$ cat config.mk
export PLATFORM = sky130hd
export DESIGN_NAME = hamming_sec_codec_unit
export DESIGN_NICKNAME = d
export VERILOG_FILES = /design/src/rtl/hsc_pkg.sv /design/src/rtl/hamming_sec_codec_unit.sv /design/src/rtl/hsc_syndrome.sv
export SDC_FILE = /design/constraint.sdc
export NUM_CORES = 1
export LEC_CHECK = 0
export ABC_AREA = 1
export BUFFER_PORTS_ARGS = -buffer_cell sky130_fd_sc_hd__clkbuf_2
export CORE_MARGIN = 1.5
export CORE_UTILIZATION = 54
export DETAILED_ROUTE_END_ITERATION = 8
export HOLD_SLACK_MARGIN = 0.03
export PLACE_DENSITY_LB_ADDON = 0.15
export SLEW_MARGIN = 20
export SYNTH_ARGS = -nofsm -noshare
export SYNTH_HDL_FRONTEND = slang
export SYNTH_SLANG_ARGS = --single-unit
$ cat constraint.sdc
create_clock -name clk -period 5.6 [get_ports clk]
set_clock_uncertainty 0.15 [all_clocks]
set_input_delay 1.12 -clock clk [delete_from_list [all_inputs] [get_ports clk]]
set_output_delay 1.12 -clock clk [all_outputs]
set_load 0.05 [all_outputs]
$ cat src/rtl/hsc_pkg.sv
// shared types, constants and bit-placement functions for the hamming sec codec
package hsc_pkg;

  localparam int CODE_W = 63;
  localparam int LEN_W  = 6;
  localparam int SYN_W  = 6;
  localparam int MAX_CODE_BITS_DEF = 63;

  localparam logic FUNC_ENCODE = 1'b0;
  localparam logic FUNC_DECODE = 1'b1;

  typedef enum logic [1:0] {
    ST_OK        = 2'd0,
    ST_CORRECTED = 2'd1,
    ST_SYN_RANGE = 2'd2,
    ST_BAD_LEN   = 2'd3
  } status_t;

  // ones in the low n bit positions
  function automatic logic [CODE_W-1:0] low_mask(input logic [LEN_W:0] n);
    logic [CODE_W-1:0] m;
    m = '0;
    for (int i = 0; i < CODE_W; i++) begin
      m[i] = (i < int'(n));
    end
    return m;
  endfunction

  // smallest r >= 1 with 2^r >= k + r + 1, saturating at 7
  function automatic logic [2:0] enc_check_bits(input logic [LEN_W-1:0] k);
    logic [2:0] r;
    r = 3'd7;
    for (int j = 6; j >= 1; j--) begin
      if ((1 << j) >= int'(k) + j + 1) begin
        r = 3'(j);
      end
    end
    return r;
  endfunction

  // data bits in order onto the positions that are not powers of two
  function automatic logic [CODE_W-1:0] scatter_data(input logic [CODE_W-1:0] d);
    logic [CODE_W-1:0] w;
    int di;
    w  = '0;
    di = 0;
    for (int p = 1; p <= CODE_W; p++) begin
      if ((p & (p - 1)) != 0) begin
        w[p-1] = d[di];
        di++;
      end
    end
    return w;
  endfunction

endpackage

$ cat src/rtl/hamming_sec_codec_unit.sv
// top level of the hamming single-error-correcting encoder and decoder
// usage
//   input channel: in_valid, in_stall and the request fields in_func, in_payload,
//   in_length; a request is taken on a clock edge with in_valid high and in_stall low
//   in_func selects encode (data bits to codeword) or decode (codeword to corrected
//   codeword); bit 0 of the payload is codeword position 1
//   result channel: out_valid, out_stall and out_word, out_length, out_syndrome,
//   out_status; exactly one result per request, in request order
//   pipeline: three register stages (length decode and data placement, parity
//   trees, correction and status); out_valid and the result fields are registered
//   throughput: one request per cycle while out_stall is low, set by the three-stage
//   pipeline
//   stall: each stage holds while the one after it is full and stalled, so a
//   stalled result stays put while empty stages upstream keep filling; in_stall
//   rises only once every stage is occupied
//   reset: rst_n low at a clock edge empties every stage; no other state exists
//   MAX_CODE_BITS bounds the codeword length accepted on either direction
module hamming_sec_codec_unit
  import hsc_pkg::*;
#(
  parameter int MAX_CODE_BITS = MAX_CODE_BITS_DEF
) (
  input  logic              clk,
  input  logic              rst_n,
  // request side
  input  logic              in_valid,
  output logic              in_stall,
  input  logic              in_func,
  input  logic [CODE_W-1:0] in_payload,
  input  logic [LEN_W-1:0]  in_length,
  // result side
  output logic              out_valid,
  input  logic              out_stall,
  output logic [CODE_W-1:0] out_word,
  output logic [LEN_W-1:0]  out_length,
  output logic [SYN_W-1:0]  out_syndrome,
  output logic [1:0]        out_status
);

  // stage valid bits
  logic s1_valid_r, s2_valid_r, out_valid_r;

  // stage 1: placed or masked word and length check
  logic              s1_func_r, s1_func_nxt;
  logic              s1_bad_r, s1_bad_nxt;
  logic [CODE_W-1:0] s1_word_r, s1_word_nxt;
  logic [LEN_W-1:0]  s1_len_r, s1_len_nxt;

  // stage 2: syndrome alongside the word
  logic              s2_func_r;
  logic              s2_bad_r;
  logic [CODE_W-1:0] s2_word_r;
  logic [LEN_W-1:0]  s2_len_r;
  logic [SYN_W-1:0]  s2_syn_r, s2_syn_nxt;

  // stage 3: output register
  logic [CODE_W-1:0] out_word_r, out_word_nxt;
  logic [LEN_W-1:0]  out_len_r, out_len_nxt;
  logic [SYN_W-1:0]  out_syn_r, out_syn_nxt;
  status_t           out_status_r, out_status_nxt;

  // a stage may load when it is empty or its contents move on this cycle
  logic rdy_out, rdy2, rdy1;
  assign rdy_out  = !out_valid_r || !out_stall;
  assign rdy2     = !s2_valid_r || rdy_out;
  assign rdy1     = !s1_valid_r || rdy2;
  assign in_stall = !rdy1;

  // ---------------------------------------------------------------- stage 1
  logic [2:0]       enc_r;
  logic [LEN_W:0]   enc_n;
  logic             enc_ok, dec_ok;

  assign enc_r  = enc_check_bits(in_length);
  assign enc_n  = {1'b0, in_length} + {4'b0000, enc_r};
  assign enc_ok = (in_length != '0) && (enc_n <= (LEN_W+1)'(MAX_CODE_BITS));
  assign dec_ok = (in_length != '0) && ({1'b0, in_length} <= (LEN_W+1)'(MAX_CODE_BITS));

  always_comb begin
    s1_func_nxt = in_func;
    s1_bad_nxt  = 1'b0;
    s1_word_nxt = '0;
    s1_len_nxt  = '0;
    unique case (in_func)
      FUNC_ENCODE: begin
        if (enc_ok) begin
          s1_word_nxt = scatter_data(in_payload & low_mask({1'b0, in_length}));
          s1_len_nxt  = enc_n[LEN_W-1:0];
        end else begin
          s1_bad_nxt = 1'b1;
        end
      end
      FUNC_DECODE: begin
        if (dec_ok) begin
          s1_word_nxt = in_payload & low_mask({1'b0, in_length});
          s1_len_nxt  = in_length;
        end else begin
          s1_bad_nxt = 1'b1;
        end
      end
      default: begin
        s1_bad_nxt = 1'b1;
      end
    endcase
  end

  always_ff @(posedge clk) begin
    if (!rst_n) begin
      s1_valid_r <= 1'b0;
    end else if (rdy1) begin
      s1_valid_r <= in_valid;
    end
    if (rdy1 && in_valid) begin
      s1_func_r <= s1_func_nxt;
      s1_bad_r  <= s1_bad_nxt;
      s1_word_r <= s1_word_nxt;
      s1_len_r  <= s1_len_nxt;
    end
  end

  // ---------------------------------------------------------------- stage 2
  // for an encode, parity bits above the check count are zero, since every position fits below 2^r
  hsc_syndrome u_syndrome (
    .word (s1_word_r),
    .syn  (s2_syn_nxt)
  );

  always_ff @(posedge clk) begin
    if (!rst_n) begin
      s2_valid_r <= 1'b0;
    end else if (rdy2) begin
      s2_valid_r <= s1_valid_r;
    end
    if (rdy2 && s1_valid_r) begin
      s2_func_r <= s1_func_r;
      s2_bad_r  <= s1_bad_r;
      s2_word_r <= s1_word_r;
      s2_len_r  <= s1_len_r;
      s2_syn_r  <= s2_syn_nxt;
    end
  end

  // ---------------------------------------------------------------- stage 3
  // one-hot flip at the position named by the syndrome
  logic [CODE_W-1:0] flip;
  always_comb begin
    for (int p = 0; p < CODE_W; p++) begin
      flip[p] = (s2_syn_r == SYN_W'(p + 1));
    end
  end

  always_comb begin
    out_word_nxt   = s2_word_r;
    out_len_nxt    = s2_len_r;
    out_syn_nxt    = s2_syn_r;
    out_status_nxt = ST_OK;
    priority if (s2_bad_r) begin
      out_word_nxt   = '0;
      out_len_nxt    = '0;
      out_syn_nxt    = '0;
      out_status_nxt = ST_BAD_LEN;
    end else if (s2_func_r == FUNC_ENCODE) begin
      // parity bit i goes to position 2^i
      for (int i = 0; i < SYN_W; i++) begin
        out_word_nxt[(1 << i) - 1] = s2_word_r[(1 << i) - 1] | s2_syn_r[i];
      end
    end else if (s2_syn_r == '0) begin
      out_status_nxt = ST_OK;
    end else if (s2_syn_r > s2_len_r) begin
      // syndrome points past the codeword: report, leave the word alone
      out_status_nxt = ST_SYN_RANGE;
    end else begin
      out_word_nxt   = s2_word_r ^ flip;
      out_status_nxt = ST_CORRECTED;
    end
  end

  always_ff @(posedge clk) begin
    if (!rst_n) begin
      out_valid_r <= 1'b0;
    end else if (rdy_out) begin
      out_valid_r <= s2_valid_r;
    end
    if (rdy_out && s2_valid_r) begin
      out_word_r   <= out_word_nxt;
      out_len_r    <= out_len_nxt;
      out_syn_r    <= out_syn_nxt;
      out_status_r <= out_status_nxt;
    end
  end

  assign out_valid    = out_valid_r;
  assign out_word     = out_word_r;
  assign out_length   = out_len_r;
  assign out_syndrome = out_syn_r;
  assign out_status   = out_status_r;

endmodule

$ cat src/rtl/hsc_syndrome.sv
// parity trees: bit i is the xor over all codeword positions with index bit i set
module hsc_syndrome
  import hsc_pkg::*;
(
  input  logic [CODE_W-1:0] word,
  output logic [SYN_W-1:0]  syn
);

  always_comb begin
    logic acc;
    syn = '0;
    for (int i = 0; i < SYN_W; i++) begin
      acc = 1'b0;
      for (int p = 1; p <= CODE_W; p++) begin
        if (((p >> i) & 1) != 0) begin
          acc = acc ^ word[p-1];
        end
      end
      syn[i] = acc;
    end
  end

endmodule

### Word-level counts from Yosys, hierarchy flattened

Cells that the tools add are included.

| word-level totals | value |
|---|---|
| register bits | 228 |
| input port bits | 74 |
| output and inout bits | 79 |
| word-level logic and storage cells | 793 |

| cells by class | value |
|---|---|
| $add $sub $neg | 68 |
| $lt $le $gt $ge | 127 |
| eq/ne operators | 63 |
| multiplexer cells | 310 |
| bitwise logic cells | 195 |
| reduce and logical (&&, ||, !) cells | 14 |

Operator list:

| cell | count |
|---|---|
| 32-bit 2-to-1 mux | 112 |
| 32-bit by 8-bit less-than comparator with 1-bit output, second input constant | 56 |
| 32-bit by 2-bit adder with 32-bit output, second input constant | 55 |
| 1-bit binary-select mux with 6-bit select | 56 |
| 63-bit 2-to-1 mux | 4 |
| 6-bit equality test, second input constant | 32 |
| 6-bit less-than comparator, first input constant | 31 |
| 1-bit bitwise XOR | 186 |
| 63-bit case mux with 2 select lines | 1 |
| 1-bit 2-to-1 mux | 120 |
| 6-bit by 5-bit equality test with 1-bit output, second input constant | 16 |
| 5-bit by 6-bit less-than comparator with 1-bit output, first input constant | 16 |
| 63-bit bitwise AND | 1 |
| 63-bit bitwise XOR | 1 |
| 7-bit by 1-bit adder with 8-bit output, second input constant | 6 |
| 6-bit by 4-bit equality test with 1-bit output, second input constant | 8 |
| 4-bit by 6-bit less-than comparator with 1-bit output, first input constant | 8 |
| 31-bit 2-to-1 mux | 1 |
| 6-bit by 3-bit equality test with 1-bit output, second input constant | 4 |
| 3-bit by 6-bit less-than comparator with 1-bit output, first input constant | 4 |
| 6-bit by 3-bit adder with 7-bit output, second input constant | 3 |
| 15-bit 2-to-1 mux | 1 |
| 3-bit 2-to-1 mux | 5 |
| 6-bit by 2-bit adder with 7-bit output, second input constant | 2 |
| other kinds (26) | 48 |

### Logic depth before layout (Yosys ltp)

Gate-level depths: netlist (run 1).

| logic depth | value |
|---|---|
| depth in word-level cells | 184 |
| mapped depth | 23 |
| depth with buffers taken out | 21 |

### Hierarchy

From an unflattened synthesis (run 1), not the netlist that was laid out.

| unflattened totals | value |
|---|---|
| cell total of the unflattened synthesis | 1,651 |
| area total of the unflattened synthesis | 13,769.5 µm² |

Modules (own cells, without submodules):

| module | instances | cells each | area each (µm²) | seq. area each (µm²) |
|---|---|---|---|---|
| hamming_sec_codec_unit | 1 | 1,131 | 11,169.5 | 6,816.5 |
| hsc_syndrome | 1 | 520 | 2,600.0 | 0.0 |

### Worst setup path before layout (run 1)

OpenSTA, ideal clock, no wires.

| timing path | value |
|---|---|
| path type | input to register |
| start point | input out_stall |
| end point | register out_len_r[0], in the netlist out_length[0] (enable) |
| setup time | 0.537 ns |
| arrival time | 4.871 ns |
| required time | 4.913 ns |
| setup slack | 0.042 ns |
| stages | 1 |
| path buffers | 0 |
| path through | a21oi_1 |

| between the ends | value |
|---|---|
| longest elaborated chain between the ends | 3 |

RTL lines:

| item | line | source |
|---|---|---|
| from (decl) | hamming_sec_codec_unit.sv:33 | `input logic out_stall,` |
| 1-bit zero test | hamming_sec_codec_unit.sv:64 | `assign rdy_out = !out_valid_r \|\| !out_stall;` |
| 1-bit logical OR | hamming_sec_codec_unit.sv:64 |  |
| 1-bit logical AND | hamming_sec_codec_unit.sv:184 | `if (rdy_out && s2_valid_r) begin` |
| to (signal assigned) | hamming_sec_codec_unit.sv:186 | `out_len_r <= out_len_nxt;` |
| to (decl) | hamming_sec_codec_unit.sv:58 | `logic [LEN_W-1:0] out_len_r, out_len_nxt;` |

Every way passes these cells.
A chain may end at the register's enable or synchronous reset.

### Worst setup path after layout (run 1)

| timing path | value |
|---|---|
| start point | input in_length[1] |
| end point | register s1_word_r[29], data pin |

| between the ends | value |
|---|---|
| longest elaborated chain between the ends | 14 |
| elaborated cells on any way between the ends | 98 |
| classes of those cells | add/sub (13); order compare (70); mux (12); bitwise (1); reduce/logical (2) |

RTL lines:

| item | line | source |
|---|---|---|
| from (decl) | hamming_sec_codec_unit.sv:30 | `input logic [LEN_W-1:0] in_length,` |
| 6-bit by 3-bit adder with 7-bit output | hsc_pkg.sv:34 | `if ((1 << j) >= int'(k) + j + 1) begin` |
| 7-bit by 1-bit adder with 8-bit output | hsc_pkg.sv:34 |  |
| 7-bit by 8-bit greater-or-equal comparator with 1-bit output | hsc_pkg.sv:34 |  |
| 1-bit 2-to-1 mux | hsc_pkg.sv:34 |  |
| 2-bit 2-to-1 mux | hsc_pkg.sv:34 |  |
| 3-bit 2-to-1 mux (4 in a row) | hsc_pkg.sv:34 |  |
| 6-bit by 3-bit adder with 7-bit output | hamming_sec_codec_unit.sv:75 | `assign enc_n = {1'b0, in_length} + {4'b0000, enc_r};` |
| 7-bit by 6-bit less-or-equal comparator with 1-bit output | hamming_sec_codec_unit.sv:76 | `assign enc_ok = (in_length != '0) && (enc_n <= (LEN_W+1)'(MAX_CODE_BITS));` |
| 1-bit logical AND | hamming_sec_codec_unit.sv:76 |  |
| 63-bit 2-to-1 mux | hamming_sec_codec_unit.sv:86 | `if (enc_ok) begin` |
| 63-bit case mux with 2 select lines (*) | hamming_sec_codec_unit.sv:84 | `unique case (in_func)` |
| net s1_word_nxt[29] | hamming_sec_codec_unit.sv:46 | `logic [CODE_W-1:0] s1_word_r, s1_word_nxt;` |
| to (signal assigned) | hamming_sec_codec_unit.sv:116 | `s1_word_r <= s1_word_nxt;` |
| to (decl) | hamming_sec_codec_unit.sv:46 |  |

The timed path passes the listed nets; every way through them passes the cells marked *. The select of a mux whose other input is x is not followed.

==> reports/metrics.csv, run 1 <==
stage,metric,value,unit
routing,Routed Antenna Nets,0,
timing,post-layout minimum cycle time,4.38,ns
clocking,Post-CTS Hold Fix Bufs,0,
synthesis,number of synthesized register bits,228,
cells_and_area,Layout Utilization,0.629,
clocking,CTS max path bufs,3,
routing,DR vias/cell,5.54,
routing,DR pass1 iterations,5,
timing,RSZ-0062 raised after global routing,false,
power,NetSw,1.39,mW
placement,Post-DP Area,14100,um^2
critical_path,Worst setup EP type,register,
cells_and_area,NumNets Final,1755,
timing,# setup viols final,0,
synthesis,Post-Synthesis Cells,1520,
synthesis,sequential area share after synthesis,0.521,
clocking,CTS Sinks,228,
critical_path,Setup CP Type,input pin to register,
routing,DRC violations left,0,
clocking,TritonCTS clock tree,done,
run,Max-cap violations,0,
synthesis,top_reg_cell synth,edfxtp_1,
timing,Fmax,229,MHz
clocking,clk_lat worst skew,0.52,ns
global_route,GRT overflow,0,
synthesis,"Warnings, synthesis",0,
power,worst vdd ir,0.195,mV
synthesis,Post-synth EDFFs,225,
floorplanning,num ports,153,
placement,Cells after DPL,1955,
synthesis,Synth cell types,43,
global_route,GR Util All Layers,0.316,
floorplanning,Die Y,159,um
floorplanning,std cell rows,56,
global_route,initial antenna violation count,0,
status,status,finished clean,
critical_path,"Req. time, crit path",5.66,ns
timing,"Hold Violations, Final",0,
timing,slew margin rel.,0.341,
cells_and_area,# diodes,0,
power,Sw Share,0.305,
cells_and_area,Area Growth Syn to Fin,13.6,%
timing,Hold Slack,0.269,ns
cells_and_area,fraction of layout cells with a size suffix above 1,0.133,
cells_and_area,Finished Layout Cells,1998,
clocking,Root Buffer,clkbuf_16,
synthesis,Synth Area per Inst,8.61,um^2
power,Seq pwr share,0.469,
routing,routed vias,11069,
global_route,first-pass GRT wire length,58200,um
floorplanning,Core ar.,23600,um^2
critical_path,CP Launch Type,input pin,
power,combinational cell fraction of total power,0.203,
power,static leakage,6.59,nW
critical_path,CP Max Fanout,60,
routing,Post-Route WL,39300,um
cells_and_area,Filler cells,2027,
clocking,CTS resizes,0,
routing,DR WL/cell,19.7,um
global_route,number of global-route vias before repair,9986,
power,Pint,3.15,mW
floorplanning,initial core utilization,0.554,
timing,Worst-Margin Slew,0.988,ns
synthesis,Post-synth ARST share,0,
critical_path,Arrival @ worst endpoint,4.44,ns
min_path,worst hold path type,register to register,
clocking,Post-CTS Setup Inserts,0,
power,clock share of power,0.328,
cells_and_area,Finished Cell Area,14900,um^2
synthesis,Mapped Nets,1613,
routing,initial DRC count,938,
clocking,"CTS clk-pin slew, worst paths",0.06,ns
timing,ratio of final minimum period to clock period,0.781,
synthesis,synthesized area,13100,um^2
placement,IO Port Bufs,152,
clocking,CTS Buf Count,24,
clocking,CTS H-tree depth,1,
placement,Final HPWL DP,30800,um
timing,max-slew violation count,0,
global_route,maximum number of pins on one net before global-route repair,78,
placement,GPL Wtd Cong,0.998,
power,Power Dens Cells,306,nW/um^2
floorplanning,Die Wd,159,um
floorplanning,die area,25200,um^2
timing,Fin Setup TNS,0,ns
-- metrics by stage --
stage / power [mW] / worst slack, ns
after floorplan: 2.77 / 0.0418
after global placement: 3.05 / 0.815
after detailed placement: 3.07 / 0.766
after CTS: 4.54 / 1.28
after global routing: 4.72 / 0.954
final: 4.54 / 1.22
-- layer usage --
layer	track usage	wire length, um	up-vias
met5	0	0	-
met4	0.131	1620	0
met3	0.0438	3160	100
met2	0.519	18200	540
met1	0.423	16300	5077
li1	-	-	5352
-- path summary, 6_finish.rpt --
kind | from | end | slack (ns) | cells after the start
worst max-delay path | in_length[1] | s1_word_r[29] | 1.22 | 22
worst min-delay path | s1_len_r[4] | s2_len_r[4] | 0.27 | 0
worst max register to register | s2_syn_r[5] | out_word[35] | 2.16 | 11
worst min register to register | s1_len_r[4] | s2_len_r[4] | 0.27 | 0
-- registers in the layout, indices dropped and copies added, names as in the netlist, 6 cells and up --
| signal | count |
|---|---|
| s1_len_r | 6 |
| out_word | 63 |
| out_length | 6 |
| out_syndrome | 6 |
| s2_len_r | 6 |
| s2_syn_r | 6 |
| s2_word_r | 63 |
| s1_word_r | 63 |
-- critical path: stages --
cell and delay [ns]:
clkbuf_2 0.38, inv_1 0.28, ha_1 0.31, xor2_1 0.14, nand4_1 0.09, o21ai_0 0.17, nand2_1 0.09, nand2_1 0.06
nand2_1 0.05, nand2_1 0.06, nand2_1 0.04, nand2_1 0.06, ha_1 0.16, inv_1 0.06, fa_1 0.40, o21bai_1 0.19
nand2_1 0.09, nand2_1 0.12, inv_2 0.06, nand2_2 0.07, buf_12 0.25, o22ai_1 0.15
-- Yosys cell counts (9+ instances only) --
library cell,instances,area share
buf_2,9,0.0034
nor2_1,122,0.035
buf_4,11,0.0063
o22ai_1,56,0.027
o21ai_0,31,0.012
o311ai_0,12,0.0080
nand2_1,439,0.13
xnor2_1,38,0.025
edfxtp_1,225,0.52
nand3_1,100,0.038
nand4_1,14,0.0067
clkbuf_1,23,0.0066
inv_1,200,0.057
o211ai_1,11,0.0063
nor3b_1,15,0.0086
ha_1,18,0.017
a21oi_1,60,0.023
xor2_1,44,0.029
nor3_1,27,0.010
-- power groups by stage --
stage | logic (mW) | registers [mW] | clock network, mW
2_1_floorplan | 0.619 | 2.16 | 0
3_3_place_gp | 0.891 | 2.16 | 0
3_5_place_dp | 0.909 | 2.16 | 0
4_1_cts | 0.914 | 2.12 | 1.50
5_1_grt | 1.03 | 2.13 | 1.56
6_report | 0.922 | 2.13 | 1.49
-- cells in the final DEF (no fill, tap or decap), types with 5 or more instances in the layout --
cell type / n
o21ai_0: 31
nor2_2: 5
o21bai_1: 7
o21ai_1: 8
xnor2_1: 38
o211ai_1: 11
o22ai_1: 56
xor2_1: 44
nand4_1: 14
o311ai_0: 12
ha_1: 18
nor3b_1: 15
clkbuf_1: 9
inv_2: 8
nand2_1: 439
clkbuf_2: 152
nand3_1: 100
inv_1: 199
nor3_1: 27
a21oi_1: 59
nor2_1: 121
buf_4: 10
clkbuf_16: 25
edfxtp_1: 225
nand3b_1: 8
-- logic make-up (layout without fill, tap and decap cells) --
logic type	Yosys count	after routing	share of synthesized area
compound gates	193	193	0.0885
xor+xnor	82	82	0.0549
fa+ha+maj	19	19	0.0187
buf+inv	257	416	0.0785
flops	228	228	0.521
simple gates	741	741	0.238
-- layout make-up --
| cell class | count | area [um^2] | share of cell area |
|---|---|---|---|
| repair buffers | 163 | 856 | 0.0576 |
| clock inverters | 9 | 78.8 | 0.00531 |
| multi-input cells | 1035 | 5260 | 0.354 |
| well taps | 319 | 399 | 0.0269 |
| inverters | 210 | 788 | 0.0531 |
| flip-flops and latches | 228 | 6820 | 0.459 |
| clock buffers | 34 | 659 | 0.0444 |
(Power assumes the default switching activity.)
==> run 2: changes to the inputs <==
- CORE_UTILIZATION: 54 -> 59
- clock period: 5.6 -> 4.25 ns (I/O delays scaled with it)
==> run 2 against run 1 <==
Net effect:
- count of clock-buffer cells in the layout fell by 6
- largest power group unchanged
- critical path depth did not move
- global-route usage rose by 4.1 points
- sequential power rose by 32%
- final cell count fell by 0.85%
- utilization rose by 6.0 points
- final area rose by 0.99%
- combinational power rose by 37%
- sequential cell count did not move
- sequential share of layout area fell by 0.45 points
- total power rose by 35%
- largest cell class unchanged
==> reports/metrics.csv, run 2 (synthesis results as in run 1) <==
stage,metric,value,unit
status,status,finished clean,
critical_path,Arrival @ worst endpoint,3.68,ns
floorplanning,num ports,153,
critical_path,CP Launch Type,input pin,
cells_and_area,Area Growth Syn to Fin,14.7,%
timing,Worst-Margin Slew,1.03,ns
routing,DR WL/cell,21.1,um
clocking,CTS resizes,0,
clocking,Root Buffer,clkbuf_16,
timing,max-slew violation count,0,
timing,Fmax,277,MHz
routing,routed vias,11765,
timing,post-layout minimum cycle time,3.61,ns
critical_path,Worst setup EP type,register,
floorplanning,initial core utilization,0.601,
timing,# setup viols final,0,
critical_path,"Req. time, crit path",4.32,ns
cells_and_area,NumNets Final,1777,
cells_and_area,Register Area,6820,um^2
cells_and_area,area of the multi-input gates,5260,um^2
timing,"Hold Violations, Final",0,
routing,Routed Antenna Nets,0,
cells_and_area,fraction of layout cells with a size suffix above 1,0.143,
power,static leakage,6.71,nW
power,post-route total power,6.11,mW
clocking,CTS Sinks,228,
routing,DR vias/cell,5.94,
clocking,TritonCTS clock tree,done,
placement,IO Port Bufs,152,
floorplanning,Die Wd,152,um
min_path,worst hold path type,register to register,
cells_and_area,Layout Utilization,0.690,
global_route,initial antenna violation count,0,
global_route,GR Util All Layers,0.358,
floorplanning,Die Y,152,um
cells_and_area,Filler cells,1659,
run,Max-cap violations,0,
routing,Post-Route WL,41800,um
timing,slew margin rel.,0.310,
clocking,CTS H-tree depth,1,
global_route,maximum number of pins on one net before global-route repair,78,
floorplanning,die area,23100,um^2
cells_and_area,Finished Layout Cells,1981,
routing,DRC violations left,0,
global_route,number of global-route vias before repair,11210,
cells_and_area,"most common cell after layout, fill and taps aside",nand2_1,
placement,GPL Wtd Cong,0.994,
routing,DR pass1 iterations,7,
critical_path,CP Max Fanout,37,
cells_and_area,most frequent cells in the layout,"nand2_1 (439), edfxtp_1 (225), inv_1 (199)",
power,worst vdd ir,0.343,mV
placement,Cells after DPL,1939,
cells_and_area,# diodes,0,
timing,Fin Setup TNS,0,ns
clocking,Post-CTS Setup Inserts,0,
floorplanning,Core ar.,21800,um^2
global_route,first-pass GRT wire length,63400,um
floorplanning,std cell rows,54,
clocking,"CTS clk-pin slew, worst paths",0.06,ns
clocking,clk_lat worst skew,0.53,ns
timing,RSZ-0062 raised after global routing,false,
power,Power Dens Cells,407,nW/um^2
clocking,CTS max path bufs,3,
timing,ratio of final minimum period to clock period,0.849,
global_route,GRT overflow,0,
placement,Final HPWL DP,31800,um
clocking,CTS Buf Count,23,
clocking,Post-CTS Hold Fix Bufs,0,
critical_path,Setup CP Type,input pin to register,
routing,initial DRC count,1241,
-- run 2: critical path, cell delays in order --
cell	delay, ns
clkbuf_2	0.12
ha_1	0.22
inv_1	0.17
nand2_1	0.11
xor2_1	0.15
o21ai_0	0.17
nand2_1	0.08
nand2_1	0.06
nand2_1	0.05
nand2_1	0.07
nand2_1	0.05
nand2_1	0.05
ha_1	0.17
inv_1	0.07
fa_1	0.38
o21bai_1	0.19
nand2_1	0.09
nand2_1	0.11
inv_2	0.06
nand2_2	0.11
buf_12	0.21
o22ai_1	0.12
-- run 2: layout make-up --
cell class | instances | share of cell area
sequential | 228 | 0.454
timing repair buffer | 186 | 0.0694
tap | 280 | 0.0234
inverter | 210 | 0.0525
multi-input combinational | 1035 | 0.350
clock inverter | 14 | 0.0103
clock buffer | 28 | 0.0396
-- run 2: per-layer routing --
metal / up-vias / share of wire / GRT usage
met5: - / 0 / 0
met4: 0 / 0.063 / 0.203
met3: 157 / 0.11 / 0.0636
met2: 851 / 0.46 / 0.576
met1: 5359 / 0.37 / 0.458
li1: 5398 / - / -
-- run 2: per-stage QoR --
stage          instance area (um^2)  setup WS (ns)  hold slack, ns
5_1_grt                       15000          0.358           0.278
2_1_floorplan                 13100          0.383           0.250
4_1_cts                       15000          0.676           0.260
3_5_place_dp                  14300          0.141           0.261
6_report                      15000          0.640           0.270
3_3_place_gp                  14300          0.236           0.251
-- run 2: path summary, 6_finish.rpt --
check,end,cells past startpoint,slack [ns],from
max reg2reg,out_word[50],10,0.97,s2_syn_r[5]
min reg2reg,s2_len_r[5],0,0.27,s1_len_r[5]
max,s1_word_r[40],22,0.64,in_length[3]
min,s2_len_r[5],0,0.27,s1_len_r[5]
-- run 2: power breakdown --
group	internal (mW)	total [mW]	switching (mW)
logic	0.389	1.26	0.871
registers	2.64	2.81	0.167
clock network	1.19	2.05	0.860
total	4.21	6.11	1.90
==> run 3: changes to the inputs <==
- CORE_UTILIZATION: 59 -> 54
- clock period: 4.25 -> 3.2 ns (I/O delays scaled with it)
==> run 3 against run 2 <==
Net effect:
- the run now ends with setup timing left
- non-clock buffer count grew 60
- first-iteration DRC count shrank 26%
- worst hold slack lost 0.049 ns
- critical path depth shrank 1
- sequential power grew 32%
- clock power grew 20%
- via count shrank 2.3%
- final area grew 4.8%
- count of clock-buffer cells in the layout grew 1
- largest power group unchanged
==> reports/metrics.csv, run 3 (synthesis results as in run 1) <==
stage,metric,value,unit
cells_and_area,Area Growth Syn to Fin,20.2,%
routing,DR vias/cell,5.54,
global_route,GRT overflow,0,
routing,initial DRC count,924,
power,static leakage,7.04,nW
placement,GPL Wtd Cong,1.05,
floorplanning,initial core utilization,0.554,
routing,DR WL/cell,19.2,um
critical_path,Arrival @ worst endpoint,3.30,ns
clocking,Post-CTS Hold Fix Bufs,0,
clocking,"CTS clk-pin slew, worst paths",0.06,ns
timing,worst setup margin,-0.0270,ns
cells_and_area,NumNets Final,1839,
routing,DR pass1 iterations,5,
run,Max-cap violations,0,
critical_path,Worst setup EP type,register,
timing,slew margin rel.,0.421,
cells_and_area,most frequent cells in the layout,"nand2_1 (435), edfxtp_1 (225), inv_1 (195)",
clocking,CTS Buf Count,24,
routing,routed vias,11498,
clocking,CTS max path bufs,3,
floorplanning,Die Y,159,um
global_route,GR Util All Layers,0.321,
floorplanning,Core ar.,23600,um^2
global_route,first-pass GRT wire length,59400,um
clocking,Root Buffer,clkbuf_16,
global_route,initial antenna violation count,0,
timing,post-layout minimum cycle time,3.23,ns
cells_and_area,Filler cells,1957,
clocking,CTS H-tree depth,1,
floorplanning,die area,25200,um^2
routing,Routed Antenna Nets,0,
critical_path,r2r setup slk,0.46,ns
floorplanning,Die Wd,159,um
critical_path,RR Startpoint,s2_syn_r[5],
critical_path,CP Launch Type,input pin,
min_path,WHS Endpoint,out_valid,
clocking,CTS Sinks,228,
clocking,TritonCTS clock tree,done,
min_path,critical hold path startpoint,rst_n,
cells_and_area,"most common cell after layout, fill and taps aside",nand2_1,
timing,Worst-Margin Slew,0.858,ns
critical_path,R2R cell count,11,
timing,RSZ-0062 raised after global routing,true,
timing,Fin Setup TNS,-0.161,ns
status,failing checks,setup timing,
placement,Cells after DPL,2028,
global_route,number of global-route vias before repair,10543,
critical_path,CP Max Fanout,8,
cells_and_area,# diodes,0,
cells_and_area,fraction of layout cells with a size suffix above 1,0.188,
cells_and_area,Finished Layout Cells,2077,
placement,Final HPWL DP,31700,um
min_path,Hold Path Stages,3,
timing,Hold Slack,0.221,ns
timing,max-slew violation count,0,
global_route,maximum number of pins on one net before global-route repair,78,
floorplanning,num ports,153,
critical_path,RR Endpoint,out_word[34],
critical_path,Setup CP Type,input pin to register,
timing,"Hold Violations, Final",0,
timing,# setup viols final,17,
critical_path,"Req. time, crit path",3.27,ns
status,status,"finished, violations left",
power,worst vdd ir,0.432,mV
power,Power Dens Cells,504,nW/um^2
routing,Post-Route WL,39900,um
min_path,worst hold path type,input pin to register,
placement,IO Port Bufs,152,
timing,Fmax,310,MHz
routing,DRC violations left,0,
floorplanning,std cell rows,56,
timing,ratio of final minimum period to clock period,1.01,
clocking,clk_lat worst skew,0.52,ns
[run 3: cell types whose count changed in the layout (fill, tap and decap cells not counted), moves of 5 or more]
| cell | delta |
|---|---|
| buf_6 | +7 |
| buf_4 | +49 |
| o21ai_2 | +5 |
| o22ai_1 | -6 |
| o22ai_2 | +6 |
| ha_1 | -5 |
[run 3: timing repair]
| action | CTS | global route |
|---|---|---|
| gates cloned | 0 | 6 |
| pin swaps | 0 | 9 |
| resized for setup | 1 | 39 |
| endpoints found under the setup margin | 10 | 63 |
| setup buffers | 0 | 5 |
[run 3: final cells by class]
class	count	area [um^2]	area share
sequential	228	6820	0.433
multi-input combinational	1036	5430	0.346
timing repair buffer	246	1590	0.101
inverter	210	802	0.0510
clock buffer	29	641	0.0407
tap	319	399	0.0254
clock inverter	9	47.5	0.00302
[run 3: worst max path at each step]
stage / cells after the start / slack, ns / start / to
after floorplan: 17 / -0.14 / in_length[2] / s1_word_r[14]
final: 21 / -0.03 / in_length[2] / s1_word_r[13]
after global placement: 23 / -0.49 / in_length[2] / s1_word_r[9]
after CTS: 23 / -0.02 / in_length[2] / s1_word_r[13]
after global routing: 22 / -0.20 / in_length[2] / s1_word_r[4]
after detailed placement: 23 / -0.57 / in_length[2] / s1_word_r[9]
[run 3: power breakdown]
part           total, mW  leakage [nW]  internal, mW  switching, mW
combinational       1.75          4.51         0.602           1.15
clock               2.46         0.339          1.41           1.06
sequential          3.72          2.20          3.50          0.214
total               7.93          7.04          5.51           2.42
[run 3: through the flow]
| step | setup slack (ns) | instance area, um^2 | power, mW | util |
|---|---|---|---|---|
| floorplan | -0.139 | 13200 | 4.86 | - |
| global placement | -0.495 | 14800 | 5.41 | 0.625 |
| detailed placement | -0.567 | 14800 | 5.44 | 0.625 |
| CTS | -0.0166 | 15500 | 7.89 | 0.654 |
| global route | -0.202 | 15700 | 8.27 | 0.666 |
| finish | -0.0270 | 15700 | 7.93 | 0.666 |
[run 3: critical path, stage by stage]
cell and delay [ns]:
buf_8 0.10, buf_4 0.13, ha_1 0.21, buf_4 0.16, nand2_4 0.07, nand2_1 0.06, nand2_1 0.07, inv_1 0.06
nor4_4 0.27, inv_1 0.07, nand2_1 0.07, ha_2 0.18, inv_2 0.04, fa_2 0.33, o21bai_1 0.19, nand2_1 0.11
nand2_2 0.12, inv_4 0.06, nand2_4 0.10, buf_6 0.15, o22ai_1 0.09
[run 3: metal layers]
| metal | track usage | vias up | part of all wire |
|---|---|---|---|
| met5 | 0 | - | 0 |
| met4 | 0.146 | 0 | 0.048 |
| met3 | 0.0367 | 113 | 0.068 |
| met2 | 0.549 | 576 | 0.48 |
| met1 | 0.409 | 5285 | 0.40 |
| li1 | - | 5524 | - |
